### config.mk
export PLATFORM = sky130hd
export DESIGN_NAME = mxfp4_block_dequantize
export DESIGN_NICKNAME = d
export VERILOG_FILES = /design/src/rtl/core/mxdq_pkg.sv /design/src/rtl/core/mxdq_front.sv /design/src/rtl/core/mxdq_back.sv /design/src/rtl/core/mxfp4_block_dequantize.sv
export SDC_FILE = /design/constraint.sdc
export NUM_CORES = 1
export LEC_CHECK = 0
export ABC_AREA = 1
export BUFFER_PORTS_ARGS = -buffer_cell sky130_fd_sc_hd__clkbuf_2
export CAP_MARGIN = 40
export CELL_PAD_IN_SITES_DETAIL_PLACEMENT = 1
export CELL_PAD_IN_SITES_GLOBAL_PLACEMENT = 1
export CORE_MARGIN = 1
export CORE_UTILIZATION = 45
export CTS_BUF_LIST = sky130_fd_sc_hd__clkbuf_4 sky130_fd_sc_hd__clkbuf_8 sky130_fd_sc_hd__clkbuf_16
export CTS_CLUSTER_DIAMETER = 60
export DETAILED_ROUTE_END_ITERATION = 7
export HOLD_SLACK_MARGIN = 0.1
export PLACE_DENSITY_LB_ADDON = 0.15
export SLEW_MARGIN = 10
export SYNTH_ARGS = -nofsm -noshare
export SYNTH_HDL_FRONTEND = slang
export SYNTH_SLANG_ARGS = --single-unit
### constraint.sdc
create_clock -name i_clk -period 9.4 [get_ports i_clk]
set_clock_uncertainty 0.15 [all_clocks]
set_input_delay 1.88 -clock i_clk [delete_from_list [all_inputs] [get_ports i_clk]]
set_output_delay 1.88 -clock i_clk [all_outputs]
set_load 0.01 [all_outputs]
### src/rtl/core/mxdq_pkg.sv
// Shared types, constants and the E2M1 x E8M0 to fp32 conversion function
// for the MXFP4 block dequantizer. No dependencies.
package mxdq_pkg;

    localparam int unsigned BlockElements = 32;
    localparam int unsigned PosWidth      = $clog2(BlockElements);
    localparam int unsigned QueueDepth    = 2;

    localparam logic [31:0] Fp32Inf  = 32'h7F80_0000;
    localparam logic [31:0] Fp32QNaN = 32'h7FC0_0000;
    localparam logic [31:0] Fp32Sign = 32'h8000_0000;

    // One queued block: scale byte and both code words
    typedef struct packed {
        logic [7:0]  scale_exp;
        logic [63:0] codes_high;
        logic [63:0] codes_low;
    } t_block;

    // Convert one 4-bit code with the shared scale byte into fp32 bits
    function automatic logic [31:0] dequant_one(input logic [7:0] sc, input logic [3:0] code);
        logic [31:0] sign;
        logic [3:0]  m;
        logic [1:0]  ulog;
        logic [22:0] frac;
        logic [9:0]  biased;
        logic [4:0]  sh;
        logic [31:0] res;
        sign   = code[3] ? Fp32Sign : 32'h0;
        unique case (code[2:0])
            3'd0: m = 4'd0;
            3'd1: m = 4'd1;
            3'd2: m = 4'd2;
            3'd3: m = 4'd3;
            3'd4: m = 4'd4;
            3'd5: m = 4'd6;
            3'd6: m = 4'd8;
            default: m = 4'd12;
        endcase
        ulog   = code[2:1];
        frac   = (code[0] && code[2:1] != 2'd0) ? 23'h40_0000 : 23'h0;
        // biased exponent plus one = ulog + sc (scale byte zero is 2^-127 as well)
        biased = 10'(ulog) + 10'(sc);
        // subnormal shift = sc + 21, only reached for sc of 0 or 1
        sh     = 5'(sc + 8'd21);
        if (sc == 8'hFF) begin
            res = (m == 4'd0) ? Fp32QNaN : (sign | Fp32Inf);
        end else if (m == 4'd0) begin
            res = sign;
        end else if (biased >= 10'd256) begin
            res = sign | Fp32Inf;
        end else if (biased >= 10'd2) begin
            res = sign | {1'b0, 8'(biased - 10'd1), frac};
        end else begin
            res = sign | (32'(m) << sh);
        end
        return res;
    endfunction

endpackage

### src/rtl/core/mxdq_front.sv
// Front end: accepts blocks and pushes them into a two-entry queue.
// Depends on mxdq_pkg.
module mxdq_front (
    input  logic              i_clk,
    input  logic              i_rst_n,
    input  logic              i_valid,
    output logic              o_ready,
    input  mxdq_pkg::t_block  i_block,
    input  logic              i_pop,
    output logic              o_nempty,
    output mxdq_pkg::t_block  o_block
);
    mxdq_pkg::t_block r_mem [mxdq_pkg::QueueDepth];
    logic r_wp, r_rp;
    logic [1:0] r_cnt;
    logic push, pop;

    assign o_ready  = (r_cnt != 2'(mxdq_pkg::QueueDepth));
    assign o_nempty = (r_cnt != 2'd0);
    assign push     = i_valid && o_ready;
    assign pop      = i_pop && o_nempty;
    assign o_block  = r_mem[r_rp];

    // Store entry
    always_ff @(posedge i_clk) begin
        if (push) begin
            r_mem[r_wp] <= i_block;
        end
    end

    // Advance pointers
    always_ff @(posedge i_clk) begin
        if (!i_rst_n) begin
            r_wp <= 1'b0;
            r_rp <= 1'b0;
            r_cnt <= 2'd0;
        end else begin
            if (push) r_wp <= ~r_wp;
            if (pop) r_rp <= ~r_rp;
            r_cnt <= r_cnt + 2'(push) - 2'(pop);
        end
    end

`ifndef SYNTHESIS
    a_cnt_range: assert property (@(posedge i_clk) disable iff (!i_rst_n)
        r_cnt <= 2'(mxdq_pkg::QueueDepth)) else $error("queue count overflow");
    a_full_hold: assert property (@(posedge i_clk) disable iff (!i_rst_n)
        (r_cnt == 2'd2 && !pop) |=> r_cnt == 2'd2) else $error("full queue lost entry");
    a_ptr_cnt: assert property (@(posedge i_clk) disable iff (!i_rst_n)
        (r_cnt == 2'd0 || r_cnt == 2'd2) |-> r_wp == r_rp) else $error("pointer mismatch");
`endif
endmodule

### src/rtl/core/mxdq_back.sv
// Back end: walks the 32 elements of the head block, converts and holds
// each result in an output register. Depends on mxdq_pkg.
module mxdq_back (
    input  logic              i_clk,
    input  logic              i_rst_n,
    input  logic              i_nempty,
    input  mxdq_pkg::t_block  i_block,
    output logic              o_pop,
    output logic              o_valid,
    input  logic              i_ready,
    output logic [31:0]       o_value,
    output logic [4:0]        o_pos,
    output logic              o_last
);
    logic [mxdq_pkg::PosWidth-1:0] r_idx;
    logic        r_valid;
    logic [31:0] r_value;
    logic [4:0]  r_pos;
    logic        load;
    logic [3:0]  byte_idx;
    logic [7:0]  sel_byte;
    logic [127:0] codes;
    logic [3:0]  code;

    // Free output register when empty or being taken
    assign load     = i_nempty && (!r_valid || i_ready);
    assign o_pop    = load && (r_idx == 5'(mxdq_pkg::BlockElements - 1));
    assign byte_idx = r_idx[3:0];
    assign codes    = {i_block.codes_high, i_block.codes_low};
    assign sel_byte = codes[{byte_idx, 3'b000} +: 8];
    assign code     = r_idx[4] ? sel_byte[7:4] : sel_byte[3:0];

    // Hold result register
    always_ff @(posedge i_clk) begin
        if (load) begin
            r_value <= mxdq_pkg::dequant_one(i_block.scale_exp, code);
            r_pos   <= r_idx;
        end
    end

    // Advance element index
    always_ff @(posedge i_clk) begin
        if (!i_rst_n) begin
            r_idx   <= '0;
            r_valid <= 1'b0;
        end else begin
            if (load) begin
                r_idx   <= r_idx + 5'd1;
                r_valid <= 1'b1;
            end else if (i_ready) begin
                r_valid <= 1'b0;
            end
        end
    end

    assign o_valid = r_valid;
    assign o_value = r_value;
    assign o_pos   = r_pos;
    assign o_last  = (r_pos == 5'(mxdq_pkg::BlockElements - 1));

`ifndef SYNTHESIS
    a_stall_hold: assert property (@(posedge i_clk) disable iff (!i_rst_n)
        (r_valid && !i_ready) |=> $stable(r_pos)) else $error("result changed in stall");
    a_pop_last: assert property (@(posedge i_clk) disable iff (!i_rst_n)
        o_pop |=> (r_pos == 5'd31)) else $error("pop without last element");
    a_seq: assert property (@(posedge i_clk) disable iff (!i_rst_n)
        load |=> r_pos == $past(r_idx)) else $error("position out of order");
`endif
endmodule

### src/rtl/core/mxfp4_block_dequantize.sv
// Top level of the MXFP4 block dequantizer: block queue front end and
// element conversion back end. Depends on mxdq_pkg, mxdq_front, mxdq_back.
//
// Input channel (s_axis): one beat carries a whole MX block, a scale byte and
// 16 bytes of packed E2M1 codes. Output channel (m_axis): one beat per fp32
// element, 32 beats per block, low nibbles first, tlast on position 31.
// The block beat is first written into the queue, and the first element is then
// converted into the output register. The single conversion unit emits one element
// per cycle from the head of the queue while it holds a block and the receiver is ready.
// A two-block queue lets the next block be accepted while the current one
// is still being emitted. When the receiver holds tready low, the output
// register holds its beat and the element walk pauses; the queue fills and
// then s_axis_tready drops. Reset (synchronous, active low) empties the
// queue, clears the element index and drops m_axis_tvalid.
module mxfp4_block_dequantize (
    input  logic          i_clk,
    input  logic          i_rst_n,
    input  logic          s_axis_tvalid,
    output logic          s_axis_tready,
    input  logic [135:0]  s_axis_tdata,   // scale_exp[7:0], codes_low[71:8], codes_high[135:72]
    output logic          m_axis_tvalid,
    input  logic          m_axis_tready,
    output logic [39:0]   m_axis_tdata,   // value_bits[31:0], position[36:32], zero pad
    output logic          m_axis_tlast    // last
);
    mxdq_pkg::t_block in_blk, head_blk;
    logic nempty, pop;
    logic [31:0] value;
    logic [4:0]  pos;

    assign in_blk.scale_exp  = s_axis_tdata[7:0];
    assign in_blk.codes_low  = s_axis_tdata[71:8];
    assign in_blk.codes_high = s_axis_tdata[135:72];

    mxdq_front u_front (
        .i_clk(i_clk), .i_rst_n(i_rst_n),
        .i_valid(s_axis_tvalid), .o_ready(s_axis_tready), .i_block(in_blk),
        .i_pop(pop), .o_nempty(nempty), .o_block(head_blk)
    );

    mxdq_back u_back (
        .i_clk(i_clk), .i_rst_n(i_rst_n),
        .i_nempty(nempty), .i_block(head_blk), .o_pop(pop),
        .o_valid(m_axis_tvalid), .i_ready(m_axis_tready),
        .o_value(value), .o_pos(pos), .o_last(m_axis_tlast)
    );

    assign m_axis_tdata = {3'b000, pos, value};
endmodule

==> metrics.md, run 1 <==
| Metric | Value |
|---|---|
| Max Slew Vio Count | 0 |
| Initial antenna violation count | 0 |
| Met2 WL | 16750 µm |
| TritonCTS Sinks | 320 |
| Slew HR | 37.78% |
| Worst stage delay on the critical path | 0.69 ns |
| Layout area overhead | 19.02% |
| Initial Util | 46.03% |
| PortBufs | 179 |
| Post-synthesis sequential area ratio | 71.51% |
| Detail Route Antenna Nets | 0 |
| Leakage | 6.175 nW |
| Crit path arrival time | 5.45 ns |
| Crit path max-delay cell type | buf_4 |
| FP Rows | 62 |
| Post-CTS Setup Bufs | 0 |
| Critical path type | register to register |
| Number of remaining DRC errors | 0 |
| I/O pin count | 183 |
| Area share of the largest cell type after synthesis | 69.85% |
| RSZ-0062 raised after global routing | false |
| CP Capture Type | register |
| Yosys warning total | 0 |
| Clk_lat worst skew | 0.52 ns |
| DR iter-0 viols | 581 |
| Peak VDD IR | 0.1609 mV |
| Die Height | 173.8 µm |
| Placer congestion estimate | 0.8116 |
| Final nets | 1471 |
| Pin count of the biggest net entering global routing | 103 |
| Final setup fails | 0 |
| GRT Residual Overflow | 0 |
| Syn Inst Count | 1131 |
| CTS buffer count | 36 |
| Cell Chain, Critical Path | inv_4, buf_4, nand2_1, nand3_1, nand3_1, nand3_1, nand2_1, nor2_1, nand2_1, nand2_1, ha_1, inv_1, fa_1, inv_1, nand2_1, xor2_1, nor3_1, nand4_2, inv_2, nand4_1, nand2_1, nand2_1, nand2_1 |
| Pre-antenna DRT Iters | 5 |
| Met3 WL | 1539 µm |
| Total Routing Usage GR | 22.62% |
| # hold bufs at CTS | 0 |
| Final core occ | 54.79% |
| Status | finished clean |
| Clock root buffer | clkbuf_16 |
| Pwr/cell area | 226.7 mW/mm² |
| Via count | 9251 |
| Vias in the first global route | 9667 |
| Clock transition at the registers of the reported paths | 0.06 ns |
| Ant. Diodes | 0 |
| Die width | 173.8 µm |
| Worst hold path type | register to register |
| Post-cts resize count | 0 |
| Vias/cell | 5.344 |
| CTS tree | built |
| Avg Cell Area, Syn | 11.75 µm² |
| Minimum clock period | 5.236 ns |
| Flops & latches, synth | 320 |
| WL met1 | 14850 µm |
| Die area | 0.03021 mm² |
| Crit path buffers/inverters | 5 |
| Dpl hpwl | 21730 µm |
| Worst-margin pin slew | 0.9301 ns |
| Layout cell share with drive strength beyond 1 | 20.12% |
| Endpoints failing hold | 0 |
| Critical Path Fanout Max | 70 |
| Worst Path Required | 9.61 ns |
| H-Tree Level Count | 2 |
| Synth area leader | edfxtp_1 |
| Startpoint types | register |
| First-pass GRT wire length | 52790 µm |
| Setup TNS | 0 ns |
| Max-Cap Viols | 0 |
| Tcrit/Tclk final | 55.70% |
| Final wirelength | 33800 µm |
| CTS Buffer Depth | 3 |
| Top cell by count, worst path | nand2_1 |
| Fmax | 191.0 MHz |
| Max Used Layer | met4 |
| Wire length per cell | 19.53 µm |
| Core footprint | 0.02886 mm² |
| Library cells used by synthesis | 43 |
| Syn Std Cell Area | 0.01328 mm² |
| Ranking of synthesized cells by area | edfxtp_1 (70%), nand2_1 (8.7%), nand3_1 (6.4%), nor2_1 (2.1%), o21ai_0 (1.8%) |
| Largest delay share family, worst path | simple AND/OR/NAND/NOR gates |
[sequential cells by signal, indices dropped and copies added (netlist names), named ones only]
signal,count
u_front.r_wp,1
u_back.o_valid,1
u_front.r_rp,1
u_front.r_cnt,2
u_back.o_value,32
u_back.o_pos,5
u_back.r_idx,5
u_front.r_mem,272
[synth_stat cells, drive strengths merged]
library cell,instances
nor2,75
o31ai,1
o41ai,1
a21boi,1
nand3,171
clkinv,2
conb,1
o221ai,11
a32o,1
mux2i,3
ha,8
nand3b,1
nand4,7
a21oi,26
edfxtp,309
or2,7
o21ai,54
a31oi,2
nand2,310
a32oi,1
o22ai,6
nor3,8
xnor2,2
dfxtp,11
buf,33
o211ai,2
clkbuf,25
fa,1
inv,40
xor2,10
nor3b,1
[final timing paths]
path	to	cells after the start	slack [ns]	start
max	u_back.o_value[27]	23	4.16	register
max reg2reg	u_back.o_value[27]	23	4.16	register
min reg2reg	u_front.r_cnt[1]	1	0.34	u_front.r_cnt[1]
min	u_front.r_cnt[1]	1	0.34	u_front.r_cnt[1]
[metal layers]
layer | up-vias | GRT usage [%]
met2 | 223 | 38.70
met4 | 0 | 6.287
li1 | 4368 | -
met5 | - | 0
met3 | 48 | 3.531
met1 | 4612 | 29.93
[placed cells by master, fill, tap and decap left out, types with 8 or more instances in the layout]
master	Yosys	final
edfxtp_1	309	309
o21ai_0	47	47
clkinv_1	2	11
ha_1	8	8
inv_1	35	35
clkbuf_16	0	37
conb_1	1	19
clkbuf_2	0	179
dfxtp_1	11	8
a21oi_1	26	25
clkbuf_4	0	8
o221ai_1	11	11
xor2_1	9	9
nor2_1	74	72
nand2_1	308	308
nand3_1	171	171
[kinds of logic after synthesis]
family,synth area share [%]
compound gates,4.549
xor+xnor,0.8478
fa+ha+maj,0.9042
buf+inv,3.231
flops,71.51
mux,0.3202
other cells,0.02823
simple gates,18.61
[through the flow]
step	hold slack (ns)	power, mW	cell area [µm²]	setup slack [ns]	cells
after CTS	0.3395	3.619	15810	4.142	1731
final	0.3358	3.585	15810	4.164	1731
after floorplan	0.2755	2.104	13350	0.9765	1149
after global placement	0.3141	2.279	14580	4.028	1662
after global routing	0.3643	3.730	15810	3.655	1731
after detailed placement	0.3270	2.309	14710	4.226	1668
[layout make-up]
cell class / count / area [µm²]
fill: 3124 / 13050
inverter: 42 / 160.2
sequential: 320 / 9505
clock buffer: 45 / 985.9
timing repair buffer: 193 / 1119
clock inverter: 18 / 110.1
multi-input combinational: 729 / 3450
tap: 384 / 480.5
[power breakdown]
group / switching, mW / internal [mW] / total, mW
Clock: 0.540 / 0.770 / 1.31
Combinational: 0.362 / 0.174 / 0.536
Sequential: 0.0376 / 1.70 / 1.74
No activity file was read; power rests on OpenSTA's default activity.
==> run 2: changes to the inputs <==
clock period = 5.5 ns   (was 9.4 ns; I/O delays follow)
==> metrics.md, run 2 (same netlist as run 1, synthesis figures left out) <==
| Metric | Value |
|---|---|
| Status | finished clean |
| Dpl hpwl | 21500 µm |
| Die Height | 173.8 µm |
| Setup TNS | 0 ns |
| Design area | 0.01587 mm² |
| Tcrit/Tclk final | 82.82% |
| Max-Cap Viols | 0 |
| PortBufs | 179 |
| Crit path max-delay cell type | dfxtp_4 |
| RSZ-0062 raised after global routing | false |
| Vias in the first global route | 9715 |
| Final wirelength | 33870 µm |
| Clk_lat worst skew | 0.52 ns |
| Commonest non-fill, non-tap cell in the layout | edfxtp_1 |
| Minimum clock period | 4.555 ns |
| Pin count of the biggest net entering global routing | 101 |
| Worst hold path type | register to register |
| Final nets | 1479 |
| Worst Path Required | 5.70 ns |
| H-Tree Level Count | 2 |
| Post-Layout Cell Count | 1740 |
| Final core occ | 54.99% |
| DR iter-0 viols | 606 |
| # hold bufs at CTS | 0 |
| I/O pin count | 183 |
| Cell Chain, Critical Path | buf_4, nand2_1, nand3_1, nand2_1, a21oi_1, nor2_1, nor2_1, nand2_1, nand2_1, ha_1, inv_1, fa_1, inv_1, xor2_2, nand2_1, nor3_1, nand4_2, inv_2, nand2_2, a21oi_1 |
| CTS Buffer Depth | 3 |
| Vias/cell | 5.305 |
| Slew HR | 49.09% |
| Die width | 173.8 µm |
| Critical Path Fanout Max | 53 |
| CTS tree | built |
| Layout area overhead | 19.46% |
| Detail Route Antenna Nets | 0 |
| Worst-margin pin slew | 0.7625 ns |
| Crit path buffers/inverters | 4 |
| Wire length per cell | 19.46 µm |
| TritonCTS Sinks | 320 |
| CP Capture Type | register |
| Most flops, register | u_front.r_mem |
| Largest register FFs | 272 |
| FP Rows | 62 |
| CTS buffer count | 37 |
| Endpoints failing hold | 0 |
| Pwr/cell area | 394.6 mW/mm² |
| Clock transition at the registers of the reported paths | 0.05 ns |
| Peak VDD IR | 0.2659 mV |
| Total Power | 6.261 mW |
| Final setup fails | 0 |
| Number of remaining DRC errors | 0 |
| Post-DP Area | 0.01468 mm² |
| Leakage | 6.222 nW |
| Critical path type | register to register |
| Placer congestion estimate | 0.8071 |
| Pre-antenna DRT Iters | 5 |
| Fmax | 219.5 MHz |
| Most frequent cells in the layout | edfxtp_1 (309), nand2_1 (308), clkbuf_2 (179) |
| Largest delay share family, worst path | simple AND/OR/NAND/NOR gates |
| First-pass GRT wire length | 53300 µm |
| Top cell by count, worst path | nand2_1 |
| Clock root buffer | clkbuf_16 |
| Initial antenna violation count | 1 |
| Max Slew Vio Count | 0 |
| Die area | 0.03021 mm² |
| Post-cts resize count | 0 |
| Crit path arrival time | 4.76 ns |
| Total Routing Usage GR | 22.85% |
| Post-CTS Setup Bufs | 0 |
| Core footprint | 0.02886 mm² |
| Layout cell share with drive strength beyond 1 | 20.81% |
| Via count | 9231 |
| Startpoint types | register |
| GRT Residual Overflow | 0 |
| Inst Count DP | 1675 |
| Initial Util | 46.03% |
| Worst stage delay on the critical path | 0.54 ns |
[run 2: power by group]
part / switching [mW] / leakage, nW / internal [mW]
logic: 0.626 / 2.64 / 0.288
registers: 0.0581 / 2.99 / 2.91
clock network: 0.931 / 0.596 / 1.45
total: 1.61 / 6.22 / 4.65
[run 2: area by class of cell]
| type | instances | area [µm²] |
|---|---|---|
| Antenna cell | 1 | 2.502 |
| Clock buffer | 50 | 1065 |
| Clock inverter | 14 | 123.9 |
| Fill cell | 3093 | 12990 |
| Inverter | 42 | 160.2 |
| Multi-Input combinational cell | 729 | 3450 |
| Sequential cell | 320 | 9505 |
| Tap cell | 384 | 480.5 |
| Timing Repair Buffer | 200 | 1082 |
[run 2: path summary, 6_finish.rpt]
path,from,to,slack (ns),cells after the start
max,register,u_back.o_value[18],0.94,20
min,u_front.r_cnt[1],u_front.r_cnt[1],0.34,1
max reg2reg,register,u_back.o_value[18],0.94,20
min reg2reg,u_front.r_cnt[1],u_front.r_cnt[1],0.34,1
[run 2: per-stage QoR]
stage / worst slack, ns / hold WS [ns]
after floorplan: 0.1521 / 0.2755
after global placement: 1.159 / 0.3078
after detailed placement: 1.012 / 0.3193
after CTS: 0.9599 / 0.3333
after global routing: 0.5354 / 0.3615
final: 0.9448 / 0.3407
[run 2: layer usage]
layer  global-route usage [%]  wire length (µm)  up-vias
li1                         -                 -     4389
met5                        0                 0        -
met1                    29.26             14690     4573
met2                    39.57             16980      223
met3                    4.671              1565       46
met4                    5.848               624        0
